## src/hdl/erk_pkg.sv

```systemverilog
// ----------------------------------------------------------------------------
// erk_pkg: shared types and constants
// Fixed-point constants, the CORDIC arctangent table and the beat structs that
// travel down the rotation and divider cell chains.
// ----------------------------------------------------------------------------
package erk_pkg;

  localparam int CORDIC_STEPS_DEF = 16;
  localparam int ATAN_N           = 24;

  // Q.30 constants
  localparam logic signed [33:0] GAIN_Q30    = 34'sd652032874;
  localparam logic signed [33:0] PI_Q30      = 34'sd3373259426;
  localparam logic signed [33:0] HALF_PI_Q30 = 34'sd1686629713;

  localparam int QW   = 33;  // quotient bits kept by the divider
  localparam int REMW = 65;  // remainder width

  // atan(2^-i) in Q.30, truncated
  function automatic logic signed [33:0] atan_q30(input int i);
    logic signed [33:0] v;
    case (i)
      0:  v = 34'sd843314856;
      1:  v = 34'sd497837829;
      2:  v = 34'sd263043836;
      3:  v = 34'sd133525158;
      4:  v = 34'sd67021686;
      5:  v = 34'sd33543515;
      6:  v = 34'sd16775850;
      7:  v = 34'sd8388437;
      8:  v = 34'sd4194282;
      9:  v = 34'sd2097149;
      10: v = 34'sd1048575;
      11: v = 34'sd524287;
      12: v = 34'sd262143;
      13: v = 34'sd131071;
      14: v = 34'sd65535;
      15: v = 34'sd32767;
      16: v = 34'sd16383;
      17: v = 34'sd8191;
      18: v = 34'sd4095;
      19: v = 34'sd2047;
      20: v = 34'sd1023;
      21: v = 34'sd511;
      22: v = 34'sd255;
      default: v = 34'sd127;
    endcase
    return v;
  endfunction

  // Rotation beat: two angles side by side plus the body rates
  typedef struct packed {
    logic signed [33:0] xa;
    logic signed [33:0] ya;
    logic signed [33:0] za;
    logic signed [33:0] xb;
    logic signed [33:0] yb;
    logic signed [33:0] zb;
    logic               nega;
    logic               negb;
    logic signed [31:0] p;
    logic signed [31:0] q;
    logic signed [31:0] r;
  } cord_t;

  // Data that rides along with the division
  typedef struct packed {
    logic signed [31:0] p;
    logic signed [31:0] st;
    logic signed [31:0] pitch;
    logic               pitch_ovf;
    logic               neg;
    logic               big;
  } dside_t;

  typedef struct packed {
    logic [REMW-1:0] rem;
    logic [31:0]     den;
    logic [QW-1:0]   quo;
    dside_t          side;
  } div_t;

endpackage

```

## src/hdl/erk_div_cell.sv

```systemverilog
// ----------------------------------------------------------------------------
// erk_div_cell: one restoring division step
// Tries to take den << SHIFT off the remainder and shifts in a quotient bit.
// ----------------------------------------------------------------------------
module erk_div_cell
  import erk_pkg::*;
#(
  parameter int SHIFT = 0
) (
  input  logic clk,
  input  logic rst,
  input  logic adv,
  input  logic in_valid,
  input  div_t in_d,
  output logic out_valid,
  output div_t out_d
);

  logic [REMW-1:0] dsh;
  logic            ge;
  div_t            nxt;

  // compare, subtract, shift quotient
  always_comb begin
    dsh = {{(REMW-32){1'b0}}, in_d.den} << SHIFT;
    ge  = (in_d.rem >= dsh);
    nxt = in_d;
    nxt.rem = ge ? (in_d.rem - dsh) : in_d.rem;
    nxt.quo = {in_d.quo[QW-2:0], ge};
  end

  always_ff @(posedge clk) begin
    if (rst) begin
      out_valid <= 1'b0;
    end else if (adv) begin
      out_valid <= in_valid;
    end
  end

  always_ff @(posedge clk) begin
    if (adv) begin
      out_d <= nxt;
    end
  end

endmodule

```

## config.mk

```make
export PLATFORM = sky130hd
export DESIGN_NAME = erk_div_cell
export DESIGN_NICKNAME = d
export VERILOG_FILES = /design/src/hdl/erk_pkg.sv /design/src/hdl/erk_div_cell.sv
export SDC_FILE = /design/constraint.sdc
export NUM_CORES = 1
export LEC_CHECK = 0
export ABC_AREA = 1
export BUFFER_PORTS_ARGS = -buffer_cell sky130_fd_sc_hd__buf_4
export CORE_AREA = 5 5 204 206
export DETAILED_ROUTE_END_ITERATION = 6
export DIE_AREA = 0 0 209 211
export HOLD_SLACK_MARGIN = 0.02
export PLACE_DENSITY = 0.64
export SYNTH_ARGS = -nofsm -noshare
export SYNTH_HDL_FRONTEND = slang
export SYNTH_SLANG_ARGS = --single-unit
```

## constraint.sdc

```tcl
create_clock -name clk -period 2.4 [get_ports clk]
set_clock_uncertainty 0.15 [all_clocks]
set_input_delay 0.48 -clock clk [delete_from_list [all_inputs] [get_ports clk]]
set_output_delay 0.48 -clock clk [all_outputs]
set_load 0.01 [all_outputs]
```

Word-level counts from Yosys, hierarchy flattened --
Index checks and enable logic that the tools add are counted.
Storage, ports and cells: flip-flop bits (word level) 230, word-level logic and storage cells 13
Cells by class: $add $sub $neg 1, order comparisons 1, multiplexer cells 1
Operator list (number):
- >= comparator 65 x 32 -> 1 bit | 1
- two-way mux 65 bit | 1
- subtractor 65 x 32 -> 65 bit | 1

Longest topological paths before layout --
word-level depth 2, gate-level depth with buffers 17, gate-level depth less buffers 16

Worst setup path before layout --
OpenSTA, ideal clock, no wires.
kind input port to flip-flop, start point in in_d[140] (netlist bit), end point reg out_d[225] (netlist bit), data pin, library setup time 0.253 ns, data arrival time 1.992 ns, data required time 1.997 ns, path slack 0.005 ns, stages 15, cells stage by stage inv_1 > ha_1 > nand2_2 > inv_1 > nand2_1 > nand2_1 > inv_1 > nand3_2 > nand2_1 > nand2_2 > a21oi_1 > nand2_2 > buf_4 > nand3_1 > nand2_1
RTL lines:
- start: declaration | line erk_div_cell.sv:14 | input div_t in_d,
- end signal: assignment | line erk_div_cell.sv:42 | out_d <= nxt;
- end: declaration | line erk_div_cell.sv:16 | output div_t out_d

==> impl_metrics.yaml <==
clock_tree:
  clock-root-buffer: "clkbuf_16"
  cts_setup_buffers: 0
  clk_path_buf_depth: 3
  htree_num_levels: 1
  clkTransAtPathRegs_ps: 60
  cts.sinks: 230
  clock_latency_ps: 530
  cts_tree: "done"
  numCtsBuffers: 27
job:
  cap_viol_max_count: 0
sta:
  period_share: 0.978
  hold_ws_ps: 58.3
  period_minus_slack_ps: 2350
  rsz0062_at_grt: "false"
  drv_slew: 0
  fmax_ghz: 0.426
  finalHoldViolCount: 0
  max_slew_margin: 0.694
  setup_viol: 0
  tightest_slew_ps: 459
synth:
  synth_seq_cells: 230
  synth_area_leader_cell: "edfxtp_1"
  synthArstFlopShare: 0
  syn_inst: 1256
  syn-cell-area_mm2: 0.0117
  yosys_warnings: 0
  syn-num-nets: 1522
  synth_common_cells: "404 x nand2_1, 239 x inv_1, 229 x edfxtp_1, 108 x nor2_1, 60 x nand3_1"
  synth_most_common_cell: "nand2_1"
  synth_area_leaders: "edfxtp_1 59%, nand2_1 13%, inv_1 7.7%"
  ys_types: 33
  synth_top_area_share: 0.588
  synth-seq-area-share: 0.589
  synth-edff-count: 229
  yosys_most_used_dff: "edfxtp_1"
  syn_area_per_cell_um2: 9.32
placement:
  place_area_mm2: 0.0172
  gp_congestion: 0.896
  io_buffers: 461
  dpl.hpwl_um: 39500
route:
  detail-route-antenna-nets: 0
  vias_per_cell: 4.39
  finalWirelength_um: 50500
  drtIter0Drc: 660
  dr.pass1.iters: 5
  drc_errors: 0
  vias: 11500
  wire_per_inst_um: 19.3
worst_setup_path:
  cp-start-kind: "primary input"
  crit_fanout: 4
  cp-end-kind: "flop"
  critPathKind: "in2reg"
  cp.arrival_ps: 2510
  cp_data_required_time_ps: 2560
power:
  cellInternalPower_mw: 8.40
  pwr_density_cell_mw_per_mm2: 590
  power.share.clock: 0.337
  seqPwrFrac: 0.431
  p_leak_nw: 9.25
  finalPower_mw: 11.6
  swShare: 0.274
  ir_drop_v: 0.000474
  power_frac_comb: 0.232
  switching_power_mw: 3.17
global_routing:
  grtUsageTotal: 0.218
  grt_first_pass_wirelength_um: 73300
  grt_max_degree: 50
  antenna_found_initial: 7
  grt_pass1_vias: 11900
  grt-ovfl-total: 0
status:
  status: "finished, final reports clean"
final_layout:
  areaGrowthSynthToFinish_pct: 67.4
  nFillCells: 3681
  drive_gt1_frac: 0.353
  finalInstanceArea_mm2: 0.0196
  nets: 2342
floorplan:
  die_x_um: 209
  row_count: 73
  start_util: 0.297
  io_pins: 463
  die_area_mm2: 0.0441
  coreArea_mm2: 0.0395
  die_height_um: 211
worst_hold_path:
  holdCritPathClass: "in2reg"
worst paths after layout:
check                                 to  slack, ps  depth (start not counted)                   start
hold reg to reg   out_valid$_SDFFE_PP0P_        410                          2  out_valid$_SDFFE_PP0P_
setup reg to reg  out_valid$_SDFFE_PP0P_       1620                          2  out_valid$_SDFFE_PP0P_
hold / removal      out_d[191]$_DFFE_PP_         60                          3               in_d[191]
setup / recovery    out_d[221]$_DFFE_PP_         50                         15               in_d[163]
state kept, by name, summed over array words and instances, names as in the netlist:
signal / flops
out_valid: 1
out_d: 229
through the flow:
stage | TNS [ps] | std cells | worst slack, ps | util
floorplan | 0 | 1256 | 4.54 | -
global placement | -21490 | 2412 | -520 | 0.435
detailed placement | -23300 | 2412 | -539 | 0.435
CTS | 0 | 2620 | 52.4 | 0.496
global route | 0 | 2621 | 8.52 | 0.497
finish | 0 | 2621 | 51.6 | 0.497
cell usage in the layout, fill, tap and decap left out, types with 2 or more instances in the layout:
cell / count
nor2_4: 4
inv_2: 2
a21oi_1: 31
clkbuf_16: 27
dlygate4sd3_1: 160
buf_12: 6
a21oi_2: 28
and2_1: 3
o21ai_1: 14
nor4_1: 2
clkbuf_1: 8
nand2_1: 404
nor2_2: 9
nor3_2: 2
xnor2_1: 20
clkinv_2: 3
nand3_2: 2
inv_6: 2
nand3_1: 60
xor2_1: 10
o21ai_2: 4
ha_1: 32
nand4_1: 6
inv_1: 238
nor2_1: 106
nand2_2: 8
edfxtp_1: 229
nor3_1: 14
buf_4: 634
clkinvlp_4: 4
o21ai_0: 12
clkinv_1: 2
final cells by class:
type / instances / area [µm²] / share of cell area
Multi-Input combinational cell: 776 / 3830 / 0.195
Clock buffer: 35 / 706 / 0.0360
Clock inverter: 13 / 109 / 0.00555
Inverter: 240 / 901 / 0.0460
Tap cell: 525 / 657 / 0.0335
Antenna cell: 1 / 2.50 / 0.000128
Timing Repair Buffer: 801 / 6500 / 0.332
Sequential cell: 230 / 6900 / 0.352
routing by layer:
layer | global-route usage | vias up | part of all wire
met3 | 0.0469 | 82 | 0.065
met4 | 0.0662 | 12 | 0.032
li1 | - | 5654 | -
met1 | 0.252 | 5349 | 0.39
met5 | 0 | - | 0.0016
met2 | 0.405 | 421 | 0.52
logic make-up (layout without fill, tap and decap cells):
group / count (synthesis) / count (layout) / synth area share
XOR/XNOR: 30 / 30 / 0.0225
other: 0 / 1 / 0
multiplexers: 1 / 1 / 0.000855
adder cells (fa/ha/maj): 33 / 33 / 0.0359
flip-flops: 230 / 230 / 0.589
AO/OA/AOI/OAI: 91 / 91 / 0.0493
buffers and inverters: 250 / 1089 / 0.0851
AND/OR/NAND/NOR: 621 / 621 / 0.217
power by group through the flow:
| stage | Sequential (mW) | Combinational, mW | Clock (mW) |
|---|---|---|---|
| 6_report | 4.99 | 2.69 | 3.89 |
| 5_1_grt | 5.01 | 2.89 | 4.16 |
| 4_1_cts | 4.98 | 2.69 | 3.98 |
| 3_5_place_dp | 5.06 | 2.46 | 0 |
| 3_3_place_gp | 5.06 | 2.44 | 0 |
| 2_1_floorplan | 5.24 | 0.680 | 0 |
worst max-delay path, cell delays in order:
cell,delay (ps)
buf_4,80
inv_1,40
ha_1,360
buf_4,160
nand2_1,110
nor2_1,50
inv_1,130
o21ai_1,110
buf_4,140
nor2_1,240
nand2_1,80
a21oi_1,320
inv_1,70
nand2_1,60
nand2_1,60
timing repair:
action	in CTS	in global routing
setup endpoints to repair	0	17
hold buffers	160	0
hold endpoints to repair	160	0
resized for setup	0	6
Note: power is estimated with default switching activity, not from simulation.
